===== config.mk =====
export PLATFORM = sky130hd
export DESIGN_NAME = printf_conversion_formatter
export DESIGN_NICKNAME = d
export VERILOG_FILES = /design/src/rtl/pcf_pkg.sv /design/src/rtl/pcf_conv.sv /design/src/rtl/pcf_emit.sv /design/src/rtl/printf_conversion_formatter.sv
export VERILOG_INCLUDE_DIRS = /design/src /design/src/rtl
export SDC_FILE = /design/constraint.sdc
export NUM_CORES = 1
export LEC_CHECK = 0
export ABC_CLOCK_PERIOD_IN_PS = 22900
export BUFFER_PORTS_ARGS = -buffer_cell sky130_fd_sc_hd__buf_2
export CORE_MARGIN = 10
export CORE_UTILIZATION = 40
export DETAILED_ROUTE_END_ITERATION = 6
export GPL_ROUTABILITY_DRIVEN = 0
export GPL_TIMING_DRIVEN = 1
export PLACE_DENSITY = 0.54
export REMOVE_ABC_BUFFERS = 1
export SYNTH_ARGS = -nofsm -noshare
export SYNTH_HDL_FRONTEND = slang
export SYNTH_HIERARCHICAL = 1
export SYNTH_SLANG_ARGS = --single-unit

===== constraint.sdc =====
create_clock -name clk_i -period 22.9 [get_ports clk_i]
set_input_delay 2.29 -clock clk_i [delete_from_list [all_inputs] [get_ports clk_i]]
set_output_delay 2.29 -clock clk_i [all_outputs]
set_load 0.03 [all_outputs]

===== src/rtl/printf_conversion_formatter_assert.svh =====
// assertion macros shared by the formatter modules
// expects clk_i and rst_ni to be visible in the including module
`ifndef PRINTF_CONVERSION_FORMATTER_ASSERT_SVH
`define PRINTF_CONVERSION_FORMATTER_ASSERT_SVH

// same-cycle implication
`define PCF_ASSERT_IMP(lbl, ante, cons) \
  lbl: assert property (@(posedge clk_i) disable iff (!rst_ni) (ante) |-> (cons)) \
    else $error("pcf check failed");

// next-cycle implication
`define PCF_ASSERT_NXT(lbl, ante, cons) \
  lbl: assert property (@(posedge clk_i) disable iff (!rst_ni) (ante) |=> (cons)) \
    else $error("pcf check failed");

`endif


===== src/rtl/pcf_pkg.sv =====
// shared types, codes and digit table for the printf conversion formatter
// no dependencies
`default_nettype none

package pcf_pkg;

  localparam int VALUE_BITS_DEF = 32;
  localparam int MAX_WIDTH_DEF  = 60;

  // counts of characters and digits, bounded by the parameter ranges
  localparam int CNT_W = 8;

  localparam logic [3:0] CMD_DEC   = 4'd0;
  localparam logic [3:0] CMD_UDEC  = 4'd1;
  localparam logic [3:0] CMD_HEX_L = 4'd2;
  localparam logic [3:0] CMD_HEX_U = 4'd3;
  localparam logic [3:0] CMD_PTR   = 4'd4;
  localparam logic [3:0] CMD_BIN   = 4'd5;
  localparam logic [3:0] CMD_CHR   = 4'd6;
  localparam logic [3:0] CMD_PCT   = 4'd7;

  typedef struct packed {
    logic load;
    logic mode_dec;
    logic mode_hex;
    logic shift_dig;
    logic shift_bin;
  } pcf_conv_ctl_t;

  typedef struct packed {
    logic             done;
    logic [CNT_W-1:0] len;
  } pcf_conv_st_t;

  typedef struct packed {
    logic shift_dig;
    logic shift_bin;
  } pcf_shift_t;

  typedef struct packed {
    logic [3:0]       cmd;
    logic [5:0]       width;
    logic             zf;
    logic             lj;
    logic             neg;
    logic [7:0]       other;
    logic [7:0]       chr;
    logic [CNT_W-1:0] len;
  } pcf_plan_t;

  typedef struct packed {
    logic active;
  } pcf_emit_st_t;

  // one digit of 0..15 as ascii, lower or upper case letters
  function automatic logic [7:0] digit_char(input logic [3:0] d, input logic upper);
    logic [7:0] c;
    if (d < 4'd10) begin
      c = 8'h30 + {4'd0, d};
    end else if (upper) begin
      c = 8'h41 + {4'd0, d} - 8'd10;
    end else begin
      c = 8'h61 + {4'd0, d} - 8'd10;
    end
    return c;
  endfunction

endpackage

`default_nettype wire


===== src/rtl/pcf_conv.sv =====
// digit unit: bit-serial binary to bcd (shift and add 3), hex nibble
// alignment and leading zero skip; uses pcf_pkg
`default_nettype none
`include "printf_conversion_formatter_assert.svh"

module pcf_conv #(
  parameter int VALUE_BITS = pcf_pkg::VALUE_BITS_DEF
) (
  input  wire                   clk_i,
  input  wire                   rst_ni,
  input  pcf_pkg::pcf_conv_ctl_t ctl_i,
  input  wire  [VALUE_BITS-1:0] val_i,
  output pcf_pkg::pcf_conv_st_t  st_o,
  output logic [3:0]            digit_o,
  output logic                  bit_o
);

  localparam int NDIG   = (VALUE_BITS * 30103) / 100000 + 1;
  localparam int DW     = NDIG * 4;
  localparam int HDIG   = (VALUE_BITS + 3) / 4;
  localparam int HW     = HDIG * 4;
  localparam int HEX_SH = DW - HW;
  localparam int CW     = $clog2(VALUE_BITS);

  typedef enum logic [3:0] {
    C_IDLE   = 4'b0001,
    C_DABBLE = 4'b0010,
    C_SKIP   = 4'b0100,
    C_READY  = 4'b1000
  } conv_state_e;

  conv_state_e             state_q, state_d;
  logic [DW-1:0]           dig_q, dig_d;
  logic [VALUE_BITS-1:0]   bin_q, bin_d;
  logic [CW-1:0]           cnt_q, cnt_d;
  logic [pcf_pkg::CNT_W-1:0] len_q, len_d;
  logic [DW-1:0]           adj;
  logic [HW-1:0]           hexv;

  // add 3 to every bcd digit of 5 or more before the shift
  always_comb begin
    for (int i = 0; i < NDIG; i++) begin
      adj[i*4 +: 4] = (dig_q[i*4 +: 4] >= 4'd5) ? dig_q[i*4 +: 4] + 4'd3 : dig_q[i*4 +: 4];
    end
  end

  assign hexv = HW'(val_i);

  always_comb begin
    state_d = state_q;
    dig_d   = dig_q;
    bin_d   = bin_q;
    cnt_d   = cnt_q;
    len_d   = len_q;
    if (ctl_i.load) begin
      bin_d = val_i;
      cnt_d = CW'(VALUE_BITS - 1);
      if (ctl_i.mode_dec) begin
        dig_d   = '0;
        len_d   = '0;
        state_d = C_DABBLE;
      end else if (ctl_i.mode_hex) begin
        // most significant nibble at the top of the digit register
        dig_d   = DW'(hexv) << HEX_SH;
        len_d   = pcf_pkg::CNT_W'(HDIG);
        state_d = C_SKIP;
      end else begin
        dig_d   = '0;
        len_d   = '0;
        state_d = C_READY;
      end
    end else begin
      case (state_q)
        C_DABBLE: begin
          dig_d = {adj[DW-2:0], bin_q[VALUE_BITS-1]};
          bin_d = bin_q << 1;
          if (cnt_q == '0) begin
            len_d   = pcf_pkg::CNT_W'(NDIG);
            state_d = C_SKIP;
          end else begin
            cnt_d = cnt_q - 1'b1;
          end
        end
        C_SKIP: begin
          // drop leading zeros, keep at least one digit
          if (dig_q[DW-1 -: 4] == 4'd0 && len_q > pcf_pkg::CNT_W'(1)) begin
            dig_d = dig_q << 4;
            len_d = len_q - 1'b1;
          end else begin
            state_d = C_READY;
          end
        end
        C_READY: begin
          if (ctl_i.shift_dig) begin
            dig_d = dig_q << 4;
          end
          if (ctl_i.shift_bin) begin
            bin_d = bin_q >> 1;
          end
        end
        default: begin
        end
      endcase
    end
  end

  always_ff @(posedge clk_i or negedge rst_ni) begin
    if (!rst_ni) begin
      state_q <= C_IDLE;
    end else begin
      state_q <= state_d;
    end
  end

  always_ff @(posedge clk_i) begin
    dig_q <= dig_d;
    bin_q <= bin_d;
    cnt_q <= cnt_d;
    len_q <= len_d;
  end

  assign st_o.done = (state_q == C_READY);
  assign st_o.len  = len_q;
  assign digit_o   = dig_q[DW-1 -: 4];
  assign bit_o     = bin_q[0];

  `PCF_ASSERT_IMP(a_shift_ready, ctl_i.shift_dig || ctl_i.shift_bin, state_q == C_READY)
  `PCF_ASSERT_IMP(a_skip_len, state_q == C_SKIP, len_q != '0)
  `PCF_ASSERT_NXT(a_dabble_end, state_q == C_DABBLE && cnt_q == '0 && !ctl_i.load,
                  state_q == C_SKIP)

endmodule

`default_nettype wire


===== src/rtl/pcf_emit.sv =====
// character sequencer: field layout, output register and one character
// per cycle unless stalled (prefix, sign, padding, body); uses pcf_pkg
`default_nettype none
`include "printf_conversion_formatter_assert.svh"

module pcf_emit #(
  parameter int VALUE_BITS = pcf_pkg::VALUE_BITS_DEF,
  parameter int MAX_WIDTH  = pcf_pkg::MAX_WIDTH_DEF
) (
  input  wire                   clk_i,
  input  wire                   rst_ni,
  input  wire                   start_i,
  input  pcf_pkg::pcf_plan_t    plan_i,
  input  wire  [3:0]            digit_i,
  input  wire                   bit_i,
  output pcf_pkg::pcf_shift_t   shift_o,
  output pcf_pkg::pcf_emit_st_t st_o,
  output logic                  out_valid_o,
  input  wire                   out_stall_i,
  output logic [7:0]            out_char_o,
  output logic                  last_o
);

  localparam int CW          = pcf_pkg::CNT_W;
  localparam int MAX_RESULTS = MAX_WIDTH + 2;
  localparam int PTR_DIGITS  = (VALUE_BITS + 3) / 4;

  localparam logic [7:0] CH_ZERO  = 8'h30;
  localparam logic [7:0] CH_ONE   = 8'h31;
  localparam logic [7:0] CH_X     = 8'h78;
  localparam logic [7:0] CH_PCT   = 8'h25;
  localparam logic [7:0] CH_MINUS = 8'h2d;
  localparam logic [7:0] CH_SPACE = 8'h20;
  localparam logic [7:0] CH_DOT   = 8'h2e;

  // layout from the plan
  logic [5:0]      width_c;
  logic [CW-1:0]   w, blen, npre, wsel, binlen, pad, lpad, rpad, tot, totc;
  logic [CW-1:0]   b1, b2, b3, b4, b5;
  logic signed [CW:0] padv;
  logic            zfe, s1, s2;
  logic [7:0]      pre0, pre1;

  logic [CW-1:0]   b1_q, b2_q, b3_q, b4_q, b5_q, last_idx_q, idx_q;
  logic [7:0]      pre0_q, pre1_q, padc_q;
  logic            binmode_q, upper_q, active_q;
  logic            out_valid_q;
  logic [7:0]      out_char_q;
  logic            out_last_q;

  logic            fire, is_last, in_body;
  logic [7:0]      ch;

  assign width_c = (plan_i.width > 6'(MAX_WIDTH)) ? 6'(MAX_WIDTH) : plan_i.width;

  always_comb begin
    wsel = (width_c == 6'd0) ? CW'(VALUE_BITS) : CW'(width_c);
    binlen = wsel;
    if (binlen > CW'(VALUE_BITS)) begin
      binlen = CW'(VALUE_BITS);
    end
    if (binlen > CW'(MAX_RESULTS)) begin
      binlen = CW'(MAX_RESULTS);
    end
  end

  always_comb begin
    npre = '0;
    w    = CW'(width_c);
    blen = plan_i.len;
    zfe  = plan_i.zf;
    pre0 = CH_PCT;
    pre1 = plan_i.other;
    case (plan_i.cmd)
      pcf_pkg::CMD_DEC, pcf_pkg::CMD_UDEC, pcf_pkg::CMD_HEX_L, pcf_pkg::CMD_HEX_U: begin
      end
      pcf_pkg::CMD_PTR: begin
        npre = CW'(2);
        w    = CW'(PTR_DIGITS);
        zfe  = 1'b1;
        pre0 = CH_ZERO;
        pre1 = CH_X;
      end
      pcf_pkg::CMD_BIN: begin
        blen = binlen;
        w    = binlen;
      end
      pcf_pkg::CMD_CHR: begin
        npre = CW'(1);
        w    = '0;
        blen = '0;
        pre0 = plan_i.chr;
      end
      pcf_pkg::CMD_PCT: begin
        npre = CW'(1);
        blen = '0;
      end
      default: begin
        // unknown conversion echoes percent and its character
        npre = CW'(2);
        blen = '0;
      end
    endcase
  end

  always_comb begin
    padv = $signed({1'b0, w}) - $signed({1'b0, blen}) - $signed({{CW{1'b0}}, plan_i.neg});
    pad  = padv[CW] ? '0 : padv[CW-1:0];
    s1   = plan_i.neg & zfe;
    s2   = plan_i.neg & ~zfe;
    lpad = plan_i.lj ? '0 : pad;
    rpad = plan_i.lj ? pad : '0;
    b1   = npre;
    b2   = b1 + CW'(s1);
    b3   = b2 + lpad;
    b4   = b3 + CW'(s2);
    b5   = b4 + blen;
    tot  = b5 + rpad;
    totc = (tot > CW'(MAX_RESULTS)) ? CW'(MAX_RESULTS) : tot;
  end

  // character at the current index
  always_comb begin
    in_body = 1'b0;
    if (idx_q < b1_q) begin
      ch = (idx_q == '0) ? pre0_q : pre1_q;
    end else if (idx_q < b2_q) begin
      ch = CH_MINUS;
    end else if (idx_q < b3_q) begin
      ch = padc_q;
    end else if (idx_q < b4_q) begin
      ch = CH_MINUS;
    end else if (idx_q < b5_q) begin
      in_body = 1'b1;
      if (binmode_q) begin
        ch = bit_i ? CH_ONE : CH_DOT;
      end else begin
        ch = pcf_pkg::digit_char(digit_i, upper_q);
      end
    end else begin
      ch = CH_SPACE;
    end
  end

  assign fire    = active_q && (!out_valid_q || !out_stall_i);
  assign is_last = (idx_q == last_idx_q);

  assign shift_o.shift_dig = fire && in_body && !binmode_q;
  assign shift_o.shift_bin = fire && in_body && binmode_q;

  always_ff @(posedge clk_i or negedge rst_ni) begin
    if (!rst_ni) begin
      active_q    <= 1'b0;
      out_valid_q <= 1'b0;
    end else begin
      if (start_i) begin
        active_q <= 1'b1;
      end else if (fire && is_last) begin
        active_q <= 1'b0;
      end
      if (fire) begin
        out_valid_q <= 1'b1;
      end else if (!out_stall_i) begin
        out_valid_q <= 1'b0;
      end
    end
  end

  always_ff @(posedge clk_i) begin
    if (start_i) begin
      b1_q       <= b1;
      b2_q       <= b2;
      b3_q       <= b3;
      b4_q       <= b4;
      b5_q       <= b5;
      last_idx_q <= totc - 1'b1;
      pre0_q     <= pre0;
      pre1_q     <= pre1;
      padc_q     <= zfe ? CH_ZERO : CH_SPACE;
      binmode_q  <= (plan_i.cmd == pcf_pkg::CMD_BIN);
      upper_q    <= (plan_i.cmd == pcf_pkg::CMD_HEX_U);
      idx_q      <= '0;
    end else if (fire) begin
      idx_q <= idx_q + 1'b1;
    end
    if (fire) begin
      out_char_q <= ch;
      out_last_q <= is_last;
    end
  end

  assign st_o.active = active_q;
  assign out_valid_o = out_valid_q;
  assign out_char_o  = out_char_q;
  assign last_o      = out_last_q;

  `PCF_ASSERT_IMP(a_idx_bound, active_q, idx_q <= last_idx_q)
  `PCF_ASSERT_IMP(a_count_cap, active_q, last_idx_q < CW'(MAX_RESULTS))
  `PCF_ASSERT_NXT(a_last_ends, fire && is_last && !start_i, !active_q && out_last_q)

endmodule

`default_nettype wire


===== src/rtl/printf_conversion_formatter.sv =====
// Formats one parsed printf conversion into a stream of ascii characters.
// Input channel: in_valid_i / in_stall_o carry cmd, value, width, zpad,
// left_justify and other_char; an item is taken when valid is high and stall
// is low. One item is worked on at a time: stall stays high from acceptance
// until the state machine returns to idle, which it does in the cycle after
// the final character of that item is loaded. Output channel: out_valid_o /
// out_stall_i carry out_char_o and last_o, one character per transfer,
// last_o marking the final character of the conversion. Binary, char,
// percent and unknown kinds start the sequencer once the conversion unit
// is ready. Hex and pointer first drop leading zeros at one nibble per
// cycle; decimal kinds first run the bit-serial bcd converter, then drop
// leading zeros the same way. Then one character per cycle while the
// receiver does not stall, at most MAX_WIDTH+2 characters. The next item
// is taken only after the state machine has returned to idle following
// the last character.
// A stalled receiver holds the output register and pauses the sequencer.
// Reset clears the sequencer and the output valid; no item is in flight.
// Depends on pcf_pkg, pcf_conv and pcf_emit.
`default_nettype none
`include "printf_conversion_formatter_assert.svh"

module printf_conversion_formatter #(
  parameter int VALUE_BITS = pcf_pkg::VALUE_BITS_DEF,
  parameter int MAX_WIDTH  = pcf_pkg::MAX_WIDTH_DEF
) (
  input  wire        clk_i,
  input  wire        rst_ni,
  input  wire        in_valid_i,
  output logic       in_stall_o,
  input  wire  [3:0] cmd_i,
  input  wire  [31:0] value_i,
  input  wire  [5:0] width_i,
  input  wire        zpad_i,
  input  wire        left_justify_i,
  input  wire  [7:0] other_char_i,
  output logic       out_valid_o,
  input  wire        out_stall_i,
  output logic [7:0] out_char_o,
  output logic       last_o
);

  typedef enum logic [2:0] {
    S_IDLE = 3'b001,
    S_CONV = 3'b010,
    S_EMIT = 3'b100
  } state_e;

  state_e                  state_q, state_d;
  logic                    accept, neg, start;
  logic [VALUE_BITS-1:0]   val, mag;

  logic [3:0]              cmd_q;
  logic [5:0]              width_q;
  logic                    zf_q, lj_q, neg_q;
  logic [7:0]              other_q, chr_q;

  pcf_pkg::pcf_conv_ctl_t  conv_ctl;
  pcf_pkg::pcf_conv_st_t   conv_st;
  pcf_pkg::pcf_shift_t     shift;
  pcf_pkg::pcf_emit_st_t   emit_st;
  pcf_pkg::pcf_plan_t      plan;
  logic [3:0]              digit;
  logic                    bit_val;

  assign in_stall_o = (state_q != S_IDLE);
  assign accept     = in_valid_i && !in_stall_o;

  // value masked to the configured width; magnitude for negative decimals
  assign val = VALUE_BITS'(value_i);
  assign neg = (cmd_i == pcf_pkg::CMD_DEC) && val[VALUE_BITS-1];
  assign mag = neg ? (~val + VALUE_BITS'(1)) : val;

  always_comb begin
    conv_ctl.load      = accept;
    conv_ctl.mode_dec  = cmd_i inside {pcf_pkg::CMD_DEC, pcf_pkg::CMD_UDEC};
    conv_ctl.mode_hex  = cmd_i inside {pcf_pkg::CMD_HEX_L, pcf_pkg::CMD_HEX_U,
                                       pcf_pkg::CMD_PTR};
    conv_ctl.shift_dig = shift.shift_dig;
    conv_ctl.shift_bin = shift.shift_bin;
  end

  always_comb begin
    state_d = state_q;
    start   = 1'b0;
    case (state_q)
      S_IDLE: begin
        if (accept) begin
          state_d = S_CONV;
        end
      end
      S_CONV: begin
        if (conv_st.done) begin
          start   = 1'b1;
          state_d = S_EMIT;
        end
      end
      S_EMIT: begin
        if (!emit_st.active) begin
          state_d = S_IDLE;
        end
      end
      default: begin
        state_d = S_IDLE;
      end
    endcase
  end

  always_ff @(posedge clk_i or negedge rst_ni) begin
    if (!rst_ni) begin
      state_q <= S_IDLE;
    end else begin
      state_q <= state_d;
    end
  end

  always_ff @(posedge clk_i) begin
    if (accept) begin
      cmd_q   <= cmd_i;
      width_q <= width_i;
      zf_q    <= zpad_i;
      lj_q    <= left_justify_i;
      neg_q   <= neg;
      other_q <= other_char_i;
      chr_q   <= value_i[7:0];
    end
  end

  always_comb begin
    plan.cmd   = cmd_q;
    plan.width = width_q;
    plan.zf    = zf_q;
    plan.lj    = lj_q;
    plan.neg   = neg_q;
    plan.other = other_q;
    plan.chr   = chr_q;
    plan.len   = conv_st.len;
  end

  pcf_conv #(
    .VALUE_BITS(VALUE_BITS)
  ) u_conv (
    .clk_i  (clk_i),
    .rst_ni (rst_ni),
    .ctl_i  (conv_ctl),
    .val_i  (mag),
    .st_o   (conv_st),
    .digit_o(digit),
    .bit_o  (bit_val)
  );

  pcf_emit #(
    .VALUE_BITS(VALUE_BITS),
    .MAX_WIDTH (MAX_WIDTH)
  ) u_emit (
    .clk_i      (clk_i),
    .rst_ni     (rst_ni),
    .start_i    (start),
    .plan_i     (plan),
    .digit_i    (digit),
    .bit_i      (bit_val),
    .shift_o    (shift),
    .st_o       (emit_st),
    .out_valid_o(out_valid_o),
    .out_stall_i(out_stall_i),
    .out_char_o (out_char_o),
    .last_o     (last_o)
  );

  `PCF_ASSERT_NXT(a_accept_conv, accept, state_q == S_CONV)
  `PCF_ASSERT_IMP(a_emit_owned, emit_st.active, state_q == S_EMIT)
  `PCF_ASSERT_IMP(a_conv_held, state_q == S_EMIT, conv_st.done)

endmodule

`default_nettype wire


[Yosys cells after proc, flatten, opt, wreduce, memory -nomap -nowiden]
Cells that the tools add are included.
W data, S select, Z words.
Storage, ports and cells
  output and inout port bits: 11
  logic and storage cells: 215
  bits in registers: 214
  input bits: 56
Cells by class
  mux-type cells: 71
  bitwise operators: 5
  eq/ne operators: 28
  $add $sub $neg: 27
  reduce and logical (&&, ||, !) cells: 34
  order comparisons: 21
Operator list (number)
  $mux W40: 5
  $mux W8: 18
  $pmux W40 S3: 1
  $mux W32: 3
  $mux W4: 16
  $pmux W32 S2: 1
  $pmux W8 S2: 3
  $ge A4 B3 Y1 const B: 10
  $lt A8 B8 Y1: 5
  $add A4 B2 Y4 const B: 9
  $add A32 B1 Y32 const B: 1
  $not A32 Y32: 1
  $add A8 B8 Y8: 3
  $eq A4 B3 Y1 const B: 6
  $gt A8 B6 Y1 const B: 3
  $pmux W8 S3: 1
  $eq A4 B2 Y1 const B: 5
  $add A7 B4 Y8 const A: 2
  $sub A8 B1 Y8 const B: 2
  $sub A8 B4 Y8 const B: 2
  $logic_not A4 Y1: 3
  $mux W1: 12
  $mux W3: 4
  $mux W6: 2
  41 further kinds: 68

[Depth between registers and ports, before layout]
Gate-level depths: netlist of the first run.
  depth after elaboration: 20
  gate-level depth with buffers: 38
  mapped depth without buffers: 37

[Cells and area by module]
Netlist of the first run, hierarchy kept.
Modules (own cells, without submodules)
  pcf_emit: cells an instance 548, sequential area each 2162.1 um2, area an instance 5472.7 um2, times used 1
  pcf_conv: cells an instance 509, sequential area each 2603.7 um2, area an instance 5340.1 um2, times used 1
  printf_conversion_formatter: cells an instance 158, sequential area each 947.2 um2, area an instance 1767.9 um2, times used 1

[Worst setup path before layout of the first run]
Ideal clock, no wire load.
  path kind: input-to-reg
  start: input port in_valid_i
  end: register u_conv.dig_q[0] (enable)
  required time: 22.397 ns
  stages on the path: 7
  path buffers: 1
  setup time: 0.503 ns
  data arrival time: 8.446 ns
  path slack: 13.950 ns
  path through: nand2_1 nor3_1 inv_2 nand2b_1 clkbuf_1 nor2_1 a221oi_1
On the way
  cells in the longest elaborated chain, start to end: 3
  elaborated cells between the ends (all ways): 5
  those cells by class: eq/ne: 2; reduce/logical: 3
Ends and longest elaborated chain
  start, declared: line printf_conversion_formatter.sv:28  | input wire in_valid_i,
  $logic_and A1 B1 Y1 *: line printf_conversion_formatter.sv:66  | assign accept = in_valid_i && !in_stall_o;
  named net accept: line printf_conversion_formatter.sv:49  | logic accept, neg, start;
  $ne A3 B3 Y1 (no source line), or another cell as far along
  $reduce_and A3 Y1 (no source line) *
  end signal, assigned: line pcf_conv.sv:116  | dig_q <= dig_d;
  end, declared: line pcf_conv.sv:33  | logic [DW-1:0] dig_q, dig_d;
Mark *: on every way through the listed nets, which the timed path passes. The rest lies on a longest branch.
A chain may end at the register's enable or synchronous reset.

[Worst setup path in the final report of the first run]
  start: register cmd_q[0]
  end: register u_emit.last_idx_q[6], data pin
On the way
  cells in the longest elaborated chain, start to end: 14
  elaborated cells between the ends (all ways): 31
  those cells by class: add/sub: 8; order compare: 1; eq/ne: 7; mux: 8; bitwise: 3; reduce/logical: 4
Ends and longest elaborated chain
  start, declared: line printf_conversion_formatter.sv:52  | logic [3:0] cmd_q;
  start signal, assigned: line printf_conversion_formatter.sv:118  | cmd_q <= cmd_i;
  $eq A4 B1 Y1, or another cell as far along: line pcf_emit.sv:74  | case (plan_i.cmd)
  $reduce_or A5 Y1 (no source line)
  $pmux W8 S2: line pcf_emit.sv:74
  $sub A8 B8 Y9: line pcf_emit.sv:107  | padv = $signed({1'b0, w}) - $signed({1'b0, blen}) - $signed({{CW{1'b0}}, plan_i.neg});
  $sub A9 B2 Y9: line pcf_emit.sv:107
  $mux W8: line pcf_emit.sv:108  | pad = padv[CW] ? '0 : padv[CW-1:0];
  $mux W8: line pcf_emit.sv:111  | lpad = plan_i.lj ? '0 : pad;
  $add A8 B8 Y8: line pcf_emit.sv:115  | b3 = b2 + lpad;
  $add A8 B1 Y8 *: line pcf_emit.sv:116  | b4 = b3 + CW'(s2);
  named net u_emit.b4[3]: line pcf_emit.sv:39  | logic [CW-1:0] b1, b2, b3, b4, b5;
  $add A8 B8 Y8 *: line pcf_emit.sv:117  | b5 = b4 + blen;
  named net u_emit.b5[6]: line pcf_emit.sv:39
  $add A8 B8 Y8 *: line pcf_emit.sv:118  | tot = b5 + rpad;
  $gt A8 B6 Y1: line pcf_emit.sv:119  | totc = (tot > CW'(MAX_RESULTS)) ? CW'(MAX_RESULTS) : tot;
  $mux W8 *: line pcf_emit.sv:119
  $sub A8 B1 Y8 *: line pcf_emit.sv:176  | last_idx_q <= totc - 1'b1;
  end signal, assigned: line pcf_emit.sv:176
  end, declared: line pcf_emit.sv:44  | logic [CW-1:0] b1_q, b2_q, b3_q, b4_q, b5_q, last_idx_q, idx_q;
Marked as above.

==> results of run 1 <==
## report_power, final
group          total [mW]  internal, mW  leakage, nW  switching [mW]
Clock               0.347         0.206        0.316           0.141
Combinational        1.16         0.471         3.36           0.693
Sequential          0.729         0.620         1.85           0.110
## cells in the final DEF (no fill, tap or decap), types with 6 or more instances in the layout
cell       netlist  layout
a211oi_1         7       7
a21o_1          26      26
a21oi_1         59      59
a22o_1           7       7
a32oi_1         31      31
and2_1          10      10
and3_1          17      17
buf_2            8      66
buf_4            7      10
bufinv_16        0       6
clkbuf_16        0      17
dfrtp_1          7       7
dfxtp_1         13      13
edfxtp_1       174     174
ha_1            82      82
inv_1           84      84
mux2_2           9       9
mux2i_1         41      41
nand2_1        101     101
nand2b_1        21      21
nand3_1         15      15
nand3b_1         8       8
nand4_1          9       9
nor2_1          79      79
nor2b_1         14      14
nor3_1          20      18
nor3b_1         23      22
nor4_1           6       6
o21ai_0         90      90
o31ai_1         12      12
o41ai_1          8       8
or2_2           12      12
or3_1           13      13
xnor2_1         63      63
xor2_1          27      27
## final cells by class
| type | instances | area [µm²] |
|---|---|---|
| antenna | 2 | 5.005 |
| fill | 2883 | 16870 |
| clock inverter | 12 | 226.5 |
| sequential | 196 | 5713 |
| multi-input combinational | 887 | 6351 |
| timing repair buffer | 76 | 405.4 |
| inverter | 86 | 322.8 |
| tap | 396 | 495.5 |
| clock buffer | 20 | 436.7 |
## per-stage QoR
stage	util	power, mW
final	0.4527	2.240
after global routing	0.4526	2.433
after CTS	0.4525	2.255
after detailed placement	0.4310	1.902
after global placement	0.4310	1.883
after floorplan	-	1.611
## how the worst min path moves through the flow
stage / startpoint / endpoint / depth (start not counted) / slack (ns)
after detailed placement: u_conv/cnt_q[4] / u_conv/cnt_q[4] / 2 / 0.49
after global placement: u_conv/cnt_q[4] / u_conv/cnt_q[4] / 2 / 0.47
after global routing: u_conv/cnt_q[4] / u_conv/cnt_q[4] / 2 / 0.52
after CTS: u_conv/cnt_q[4] / u_conv/cnt_q[4] / 2 / 0.49
final: u_conv/cnt_q[4] / u_conv/cnt_q[4] / 2 / 0.49
after floorplan: u_conv/cnt_q[4] / u_conv/cnt_q[4] / 2 / 0.46
## routing by layer
metal	up-vias	part of all wire	track usage
met5	-	0	0
met4	0	0.012	0.04244
met3	23	0.052	0.03288
met2	204	0.44	0.2427
met1	4348	0.49	0.2311
li1	4550	-	-
## Yosys cell counts (14+ instances only)
| library cell | n |
|---|---|
| inv_1 | 84 |
| clkbuf_1 | 26 |
| o21ai_0 | 90 |
| nand2_1 | 101 |
| edfxtp_1 | 174 |
| nand3_1 | 15 |
| nor3_1 | 20 |
| a32oi_1 | 31 |
| nand2b_1 | 21 |
| a21oi_1 | 59 |
| a21o_1 | 26 |
| mux2i_1 | 41 |
| nor2_1 | 79 |
| xor2_1 | 27 |
| nor3b_1 | 23 |
| xnor2_1 | 63 |
| and3_1 | 17 |
| ha_1 | 82 |
| nor2b_1 | 14 |
## kinds of logic after synthesis
| logic type | synth area share |
|---|---|
| flops | 0.4541 |
| fa+ha+maj | 0.08951 |
| xor+xnor | 0.06634 |
| simple gates | 0.1569 |
| compound gates | 0.1478 |
| buf+inv | 0.04465 |
| mux | 0.04068 |
## worst max-delay path, delay by kind of cell (launching register included)
family          cells  cell delay (ns)
fa+ha+maj           6             2.06
simple gates       11             1.69
mux                 1             0.21
flops               1             0.52
xor+xnor            5             1.41
compound gates     11             2.71
==> results by stage, run 1 <==
Setup path:
- The largest individual stage delay along the critical path comes from the cell edfxtp_1.
- The critical path startpoint category is a flip-flop.
- The required time at the endpoint of the critical path is 23.10 ns.
- The type of destination of the critical path is a flip-flop.
- The worst register-to-register path ends at u_emit/last_idx_q[6].
- The category of the most critical setup path is flip-flop to flip-flop.
- The capturing element of the worst setup path is u_emit/last_idx_q[6].
- The top fanout value on the critical path is 10.
- The cell seen most often among critical-path stages is ha_1.
- Counting cells, the worst reg-to-reg path comes to 34.
- The beginning of the worst register-to-register path is cmd_q[0].
- The flop-to-flop setup slack is 14.07 ns.
- The largest single stage delay on the critical path is 0.52 ns.
- The critical path starts at cmd_q[0].
- STA puts the critical path data arrival time at 9.03 ns.

Routing:
- The number of nets with antenna violations after routing is 0.
- The routed layout has 9125 vias.
- The routed length per instance is 18.48 µm.
- The number of iterations in the first detailed-routing pass is 6.
- After detailed routing, the total wire length is 30.96 mm.
- The via-per-instance ratio is 5.448.
- After detailed routing, the number of remaining DRC violations is 0.
- After the first detailed-routing iteration, the DRC count stood at 707.

STA:
- For the pin with the worst max-slew slack, the measured transition is 0.9095 ns.
- The setup TNS is 0 ns.
- The final worst setup slack is 14.07 ns.
- The number of hold violations in the final report came to 0.
- The maximum achievable frequency is 113.3 MHz.
- Setup violations remaining at the end of the flow were counted as 0.
- In the finished design, the share of the clock period the worst path needs comes to 0.3855.
- Setup repair after global routing left no endpoint under its margin.
- Final hold analysis gives a worst-case slack of 0.4853 ns.
- The final-report max-slew violation count was 0.
- The max-slew headroom at the worst pin is 0.3937.
- The smallest clock period supported by the final layout is computed as 8.829 ns.
- The post-route clock skew is 0.02423 ns.

Clock network:
- The number of buffers inserted by post-CTS setup repair is 0.
- The number of cells upsized or downsized after cts is 0.
- The clock net in this run drives a total of 196 sinks.
- Clock-pin slew was measured on the worst setup and hold paths at 0.07 ns.
- At the later pin of the worst-skew pair, clock insertion delay measures 0.46 ns.
- In this run the number of H-tree levels came out at 4.
- In this run, CTS created clock tree buffers numbering 17.
- The CTS tree is yes.
- The number of buffers on the longest clock path is 2.
- Hold repair after CTS inserted 0 buffers.
- The tree is rooted in a clkbuf_16.

Yosys:
- The synthesized design contains 196 register bits.
- Of the post-synthesis cell area, the dominant cell type holds 0.4153.
- The total standard cell area after synthesis is 0.01258 mm².
- The count of mapped cells out of synthesis is 1215.
- The register area share after synthesis is 0.4541.
- In the post-synthesis netlist, the biggest area contributors are edfxtp_1 42%, ha_1 8.2%, xnor2_1 4.4%.
- The synthesis warning total is 6.
- After synthesis, the netlist uses 85 different library cells.
- Counting flops with a built-in enable in the synthesized netlist gives 174.
- Among all flip-flop cells after synthesis, the most frequent one is edfxtp_1.
- The mean instance size in the synthesized netlist is 10.35 µm².
- After synthesis, the share of flip-flops with an asynchronous set or reset is 0.04592.
- The leading area contributor after synthesis is edfxtp_1.

Hold path:
- The tightest min-delay check is of the flip-flop to flip-flop type.

Layout:
- The largest registers in the layout are u_conv/dig_q (40), u_conv/bin_q (32).
- Of the cells placed in the final design, the portion with a size suffix greater than 1 is 0.1198.
- The layout-stage area growth over the synthesis result is 10.93%.
- The area of all placed cells without fillers is 0.01396 mm².
- The number of flip-flops under the largest register name is 40.
- The number of nets at the end of the flow is 1407.
- The non-filler instance count after layout is 1675.
- The register with the most flip-flops in the final layout is u_conv/dig_q.

GRT:
- The initial antenna violation count is 2.
- Entering global routing, the biggest net connects 94 pins.
- The via count of the first global-routing pass came to 9017.
- The remaining global-route overflow is 0.
- The first global-routing pass estimated 49.78 mm of wire.
- Across every metal layer, demand over resource in global routing totals 0.1615.

Die:
- The die is 197.3 µm tall.
- The die covers 0.03895 mm².
- The die is 197.3 µm wide.
- For this configuration, the core starts out at a cell density of 0.4081.
- The total number of placement rows is 64.
- The top-level port count is 67.
- The floorplan step defined a core boundary enclosing 0.03083 mm².

Place:
- The number of placed instances, taps included, is 1641.
- After detailed placement, the total cell area comes to 0.01329 mm².
- The post-place setup slack is 14.16 ns.
- After legalization and detailed placement, the total HPWL measured 22.54 mm.
- The number of buffers inserted by port buffering is 66.

Pwr:
- Dividing total power by cell area gives a power density of 160.5 mW/mm².
- The worst-case vdd ir drop is 0.00008036 V.
- The static power due to leakage is 5.521 nW.

Outcome:
- The flow ran to the end, and the final reports show no timing, DRC or antenna violations.

Flow run:
- The number of maximum-capacitance violations is 0.
Power figures use the tool's default switching activity.
==> inputs of run 2 (changes only) <==
--- a/config.mk
+++ b/config.mk
@@ -6,14 +6,14 @@
 export SDC_FILE = /design/constraint.sdc
 export NUM_CORES = 1
 export LEC_CHECK = 0
-export ABC_CLOCK_PERIOD_IN_PS = 22900
+export ABC_CLOCK_PERIOD_IN_PS = 7500
 export BUFFER_PORTS_ARGS = -buffer_cell sky130_fd_sc_hd__buf_2
 export CORE_MARGIN = 10
 export CORE_UTILIZATION = 40
 export DETAILED_ROUTE_END_ITERATION = 6
 export GPL_ROUTABILITY_DRIVEN = 0
 export GPL_TIMING_DRIVEN = 1
-export PLACE_DENSITY = 0.54
+export PLACE_DENSITY = 0.56
 export REMOVE_ABC_BUFFERS = 1
 export SYNTH_ARGS = -nofsm -noshare
 export SYNTH_HDL_FRONTEND = slang
==> constraint.sdc (replaced) <==
create_clock -name clk_i -period 7.5 [get_ports clk_i]
set_input_delay 0.75 -clock clk_i [delete_from_list [all_inputs] [get_ports clk_i]]
set_output_delay 0.75 -clock clk_i [all_outputs]
set_load 0.03 [all_outputs]
==> results by stage, run 2 (synthesis gave the netlist of run 1 again) <==
Routing:
- The detail route stage leaves a number of antenna-violating nets equal to 0.
- Dividing the detail-routed via count by the number of cells gives 5.437.
- Wires add up to 31.51 mm.
- The number of remaining DRC errors is 0.
- The first detailed-routing pass ran for 5 iterations.
- The number of vias after detailed routing is 9471.
- For this block, the initial DRC count from the detailed router was 695.
- Dividing the detail-routed wire length by the instance count gives 18.09 µm.

Pwr:
- The completed layout was analyzed and its total power is 7.379 mW.
- For this design the ratio of total power to cell area is 503.2 mW/mm².
- Of the total power, combinational logic draws 0.572.
- The share of total power dissipated in the clock network is 0.128.
- IR analysis of the VDD net gives a maximum drop of 0.0002602 V.
- The portion of total power attributed to sequential cells is 0.300.
- The static power due to leakage is 5.857 nW.
- The internal portion of the total power is 4.318 mW.
- Of the total power, the share spent switching nets is 0.4148.
- For this design the total switching power over the nets is 3.061 mW.

STA:
- At the pin with the least slew margin, the transition time is 1.060 ns.
- Dividing the final minimum period by the clock period gives 0.9705.
- Setup slack closes at 0.2210 ns.
- Hold is met by 0.1697 ns.
- For the final database, setup skew stands at 0.01655 ns.
- Setup repair after global routing could not meet its margin everywhere.
- The final-report max-slew violation count came to 0.
- The count of endpoints failing setup in the final report is 0.
- Counting I/O delays and the setup requirement, the final critical path takes 7.279 ns.
- The number of hold violations in the final report is 0.
- Derived from the worst setup path, the maximum achievable clock frequency is 137.4 MHz.
- The max-slew headroom at the worst pin is 0.2936.

Setup path:
- The type of destination of the critical path is a flip-flop.
- The arrival time at the worst endpoint is 7.48 ns.
- The slowest cell on the critical path is or4_4.
- The critical path is of the flip-flop to flip-flop type.
- The combined buffer and inverter count along the critical path is 3.
- At the worst endpoint, the required time is 7.70 ns.
- Along the worst path, the maximum fanout reaches 4.
- Broken down by cell family, the worst path's largest delay share belongs to adder cells.
- The setup check on the worst reg-to-reg path leaves a slack of 0.22 ns.
- In this design, the stage delay of the slowest critical-path cell is 0.57 ns.
- STA classifies the critical path startpoint as a flip-flop.

Clock network:
- The number of buffers on the longest clock path is 2.
- Counting the buffers created by CTS gives 17.
- The source-to-sink clock delay at the later pin of the worst-skew pair is 0.45 ns.
- The tree built by TritonCTS fans out to 196 sinks.
- After clock tree synthesis, the clock-pin slew on the worst setup and hold paths is 0.08 ns.
- The depth of the CTS H-tree is 4.
- The cell sitting at the root of the clock tree is a clkbuf_16.
- The CTS tree is yes.

Die:
- The die covers 0.03895 mm².
- The die is 197.3 µm tall.
- 67 I/O pins were placed.
- The initial utilization of the core area, before any placement, comes to 0.4081.
- The core footprint is 0.03083 mm².
- The floorplan step set the die width to 197.3 µm.
- The total number of placement rows is 64.

GRT:
- The first global-routing pass estimated 50.31 mm of wire.
- The overall fraction of global-route tracks in use is 0.1622.
- Global routing finished with a remaining overflow of 0.
- The via count of the first global-routing pass is 9249.
- Entering global routing, the biggest net connects 75 pins.
- The initial antenna violation count is 0.

Layout:
- The register ranked first by flip-flop count is u_conv/dig_q.
- 0 antenna diodes ended up in the layout.
- The register with the most flip-flops in the layout has 40 of them.
- The most frequent standard cell in the layout excluding fill and tap cells is edfxtp_1.
- The number of nets at the end of the flow is 1476.
- Summing all non-filler instances in the final layout gives an area of 0.01467 mm².
- Of the cells placed in the final design, the portion with a size suffix greater than 1 is 0.1991.
- In the layout the commonest cells are 174 x edfxtp_1, 99 x nand2_1, 86 x o21ai_0, 84 x inv_1, 77 x buf_4.
- The non-filler instance count after layout is 1742.
- The layout-stage area growth over the synthesis result is 16.57%.
- In the final layout, the registers with the most flip-flops are u_conv/dig_q (40), u_conv/bin_q (32).

Place:
- Prior to clock tree synthesis, the placed netlist has a worst setup slack of -0.1694 ns.
- The cell area after placement is 0.01367 mm².
- The number of instances in the placed design is 1692.
- During placement, the flow inserted port buffers numbering 66.
- The placed wire-length estimate after detailed placement is 22.85 mm.

Flow run:
- The number of maximum-capacitance violations is 0.

Outcome:
- The run finished with clean final reports.

Hold path:
- The kind of path behind the tightest hold check is primary input to asynchronous set/reset pin.
-- run 2: changes by cell type in the layout (fill, tap and decap cells not counted), sizes merged --
cell,before,now
clkinvlp,2,3
diode,2,0
buf,76,145
clkinv,2,3
bufinv,6,2
inv,88,90
-- run 2: layout make-up --
type | instances | area (µm²)
clock buffers | 20 | 446.7
fillers | 2855 | 16160
repair buffers | 145 | 930.9
clock inverters | 12 | 143.9
multi-input cells | 887 | 6613
flip-flops and latches | 196 | 5713
inverters | 86 | 322.8
well taps | 396 | 495.5
-- run 2: final timing paths --
| check | cells after the start | end | from |
|---|---|---|---|
| min reg2reg | 2 | u_conv/cnt_q[4] | u_conv/cnt_q[4] |
| min | 1 | u_conv/state_q[2] | rst_ni |
| max reg2reg | 36 | u_emit/last_idx_q[4] | width_q[2] |
| max in group asynchronous | 1 | state_q[0] | rst_ni |
| max | 36 | u_emit/last_idx_q[4] | width_q[2] |
| min in group clk_i | 1 | other_q[7] | other_char_i[7] |
-- run 2: repair_timing --
| item | CTS | global route |
|---|---|---|
| resized for setup | 25 | 32 |
| setup endpoints to repair | 3 | 8 |
| hold buffers | 0 | 0 |
| pin swaps | 24 | 31 |
| setup buffers | 11 | 8 |
-- run 2: per-stage QoR --
step	setup TNS (ns)	util
after floorplan	-648.68	-
after global placement	0	0.4434
after detailed placement	-0.4223	0.4434
after CTS	0	0.4688
after global routing	-0.4265	0.4757
final	0	0.4757
-- run 2: metal layers --
layer,share of wire,vias to the layer above,global-route usage
met3,0.044,21,0.03237
met1,0.49,4581,0.2275
met5,0,-,0
met2,0.46,180,0.2526
li1,-,4689,-
met4,0.010,0,0.03560
-- run 2: power by group through the flow --
stage	Combinational [mW]	Clock, mW	Sequential [mW]
6_report	4.22	0.945	2.21
5_1_grt	4.71	1.01	2.27
4_1_cts	4.06	0.971	2.21
3_5_place_dp	3.88	0	2.23
3_3_place_gp	3.82	0	2.23
2_1_floorplan	2.71	0	2.21
==> inputs of run 3 (changes only) <==
--- a/config.mk
+++ b/config.mk
@@ -10,11 +10,11 @@
 export BUFFER_PORTS_ARGS = -buffer_cell sky130_fd_sc_hd__buf_2
 export CORE_MARGIN = 10
 export CORE_UTILIZATION = 40
+export CTS_BUF_LIST = sky130_fd_sc_hd__clkbuf_8
 export DETAILED_ROUTE_END_ITERATION = 6
 export GPL_ROUTABILITY_DRIVEN = 0
 export GPL_TIMING_DRIVEN = 1
 export PLACE_DENSITY = 0.56
-export REMOVE_ABC_BUFFERS = 1
 export SYNTH_ARGS = -nofsm -noshare
 export SYNTH_HDL_FRONTEND = slang
 export SYNTH_HIERARCHICAL = 1
==> results by stage, run 3 (synthesis gave the netlist of run 1 again) <==
Outcome:
- The flow ran to the end, but the final reports show violations.
- The checks that failed: negative setup slack.

Routing:
- The number of vias after detailed routing is 9398.
- The via-per-instance ratio is 5.454.
- Dividing the detail-routed wire length by the instance count gives 17.88 µm.
- The count of nets left with antenna violations once routing finished came out at 0.
- The number of remaining DRC errors is 0.
- The wire length reported by the detailed router is 30.81 mm.
- For this block, the initial DRC count from the detailed router was 570.
- For this run, the detailed router's first-pass iteration total came to 5.

Layout:
- Compared with the post-synthesis result, the final layout area differs by 13.61%.
- The number of nets at the end of the flow is 1457.
- In the final layout, the share of cells above drive strength 1 is 0.1854.
- Ranked by flip-flop count, first place goes to u_conv/dig_q.
- The largest registers in the layout are u_conv/dig_q (40), u_conv/bin_q (32).
- The number of flip-flops under the largest register name is 40.
- The library cells used most frequently in the layout, excluding fill and tap cells, are 174 x edfxtp_1, 97 x nand2_1, 86 x o21ai_0, 84 x inv_1, 76 x ha_1.
- The share of the core filled with cells is 0.4636.
- The antenna diode count is 0.
- Summing all non-filler instances in the final layout gives an area of 0.01429 mm².
- The most frequent standard cell in the layout excluding fill and tap cells is edfxtp_1.
- The total of fill cells in the finished design is 2861.
- In the final layout, flip-flops and latches occupy 0.005713 mm².
- In the final layout, the multi-input gates occupy 0.006600 mm².

STA:
- The number of hold violations in the final report is 0.
- The share of the clock period used by the worst path is 1.015.
- Setup violations remaining at the end of the flow were counted as 2.
- The maximum achievable frequency is 131.3 MHz.
- The slew at the pin closest to its max-slew limit is 0.9281 ns.
- Setup repair after global routing could not meet its margin everywhere.
- The post-route clock skew is 0.01986 ns.
- Across all setup checks in the final design, the least slack found is -0.1140 ns.
- Headroom to the max-slew limit came out at 0.3774.
- The hold slack is 0.1404 ns.
- The routed design could run at a clock period as short as 7.614 ns.
- The final-report max-slew violation count came to 0.

Place:
- The number of buffers inserted by port buffering is 66.
- The placed wire-length estimate after detailed placement is 22.34 mm.
- In this run the cell area measured after placement is 0.01361 mm².

Setup path:
- The type of destination of the critical path is a flip-flop.
- Of all nets on the critical path, the largest fanout is 5.
- The cell seen most often among critical-path stages is ha_4.
- On the critical path, the stage with the largest delay is an instance of or4_4.
- Data on the critical path is required at its endpoint by 7.85 ns.
- The arrival time at the worst endpoint is 7.96 ns.
- The worst setup path is launched from a flip-flop.
- The maximum single-stage delay on the critical path is 0.59 ns.
- The setup path with the least slack is of type flip-flop to flip-flop.

Die:
- The initialized floorplan defines 64 standard-cell rows.
- The starting utilization of the core area is 0.4081.
- The width of the chip is 197.3 µm.
- From bottom edge to top edge, the die measures 197.3 µm.
- Pin placement for this block handled 67 I/O pins.
- The die footprint is 0.03895 mm².
- The floorplan step defined a core boundary enclosing 0.03083 mm².

Clock network:
- In this run, CTS created clock tree buffers numbering 17.
- Clock latency on the worst-skew pair, taken at its later pin, is 0.49 ns.
- The depth of the CTS H-tree is 4.
- The TritonCTS sink count is 196.
- The clock transition at the registers of the reported paths is 0.11 ns.
- The clock passes through at most 2 buffers.
- The CTS tree is yes.
- For this design, the CTS-stage hold fixing added 0 buffers.
- The master cell of the clock root buffer is clkbuf_8.

Pwr:
- IR analysis of the VDD net gives a maximum drop of 0.0002344 V.
- The power density over the cells is 486.3 mW/mm².
- The overall power consumption is 6.950 mW.
- Summed over all cells, the static leakage comes to 5.715 nW.

GRT:
- The overall fraction of global-route tracks in use is 0.1569.
- The initial antenna violation count came to 1.
- The maximum number of pins on one net before global-route repair is 61.
- The remaining global-route overflow is 0.
- The wire length of the first global-routing pass is 48.87 mm.
- The via count of the first global-routing pass is 9099.

Hold path:
- The worst hold path belongs to the class primary input to asynchronous set/reset pin.

Flow run:
- Across the run, the number of max-cap violations was 0.

Yosys:
- Counting every net in the synthesized netlist gives 1358.
==> run 3: cell types whose count changed in the layout (fill, tap and decap cells not counted), sizes merged <==
cell | previous run | this run
buf | 145 | 126
bufinv | 2 | 1
clkbuf | 20 | 17
clkinv | 3 | 5
clkinvlp | 3 | 0
inv | 90 | 95
==> run 3: worst paths after layout <==
kind / start / end / slack (ns) / cells after the start
setup / recovery: width_q[3] / u_emit/last_idx_q[6] / -0.11 / 38
hold / removal: rst_ni / state_q[1] / 0.14 / 1
setup reg to reg: width_q[3] / u_emit/last_idx_q[6] / -0.11 / 38
hold reg to reg: u_conv/cnt_q[4] / u_conv/cnt_q[4] / 0.50 / 2
max in group asynchronous: rst_ni / u_conv/state_q[0] / 7.06 / 1
min in group clk_i: other_char_i[3] / other_q[3] / 0.44 / 1
==> run 3: metrics by stage <==
| stage | instances | setup TNS, ns | setup slack (ns) |
|---|---|---|---|
| 2_1_floorplan | 1215 | 0 | 0.004280 |
| 3_3_place_gp | 1675 | 0 | 0.08143 |
| 3_5_place_dp | 1675 | -0.2335 | -0.1194 |
| 4_1_cts | 1709 | 0 | 0.003677 |
| 5_1_grt | 1723 | -1.933 | -0.5742 |
| 6_report | 1723 | -0.2026 | -0.1140 |
==> run 3: what timing repair did <==
| action | in CTS | in global routing |
|---|---|---|
| endpoints found under the setup margin | 2 | 5 |
| pin swaps | 2 | 33 |
| setup buffers | 2 | 14 |
| gates resized for setup | 6 | 36 |
==> run 3: layout make-up <==
type | count | share of cell area
Tap cell | 396 | 0.03467
Clock buffer | 17 | 0.01637
Timing Repair Buffer | 126 | 0.05489
Inverter | 86 | 0.02259
Sequential cell | 196 | 0.3997
Multi-Input combinational cell | 887 | 0.4618
Clock inverter | 15 | 0.009980
==> run 3: routing by layer <==
layer | vias to the layer above | wire, µm | track usage | share of wire
met5 | - | 13 | 0 | 0.00042
met4 | 2 | 402 | 0.03817 | 0.013
met3 | 18 | 1417 | 0.03254 | 0.046
met2 | 192 | 14210 | 0.2474 | 0.46
met1 | 4518 | 14760 | 0.2155 | 0.48
li1 | 4668 | - | - | -
==> run 3: report_power, final <==
part | leakage (nW) | internal [mW] | switching (mW)
Combinational | 3.66 | 1.77 | 2.28
Sequential | 1.85 | 1.89 | 0.326
Clock | 0.203 | 0.273 | 0.409
Total | 5.72 | 3.93 | 3.02
==> run 3: worst max-delay path, delay by kind of cell, from the launching register on <==
kind	cells	cell delay, ns
adders and majority gates	6	1.49
buffers and inverters	2	0.19
DFF	1	0.40
AOI/OAI and AO/OA	11	1.96
and+or+nand+nor	13	2.02
xor gates and xnor gates	5	1.22
muxes	1	0.20
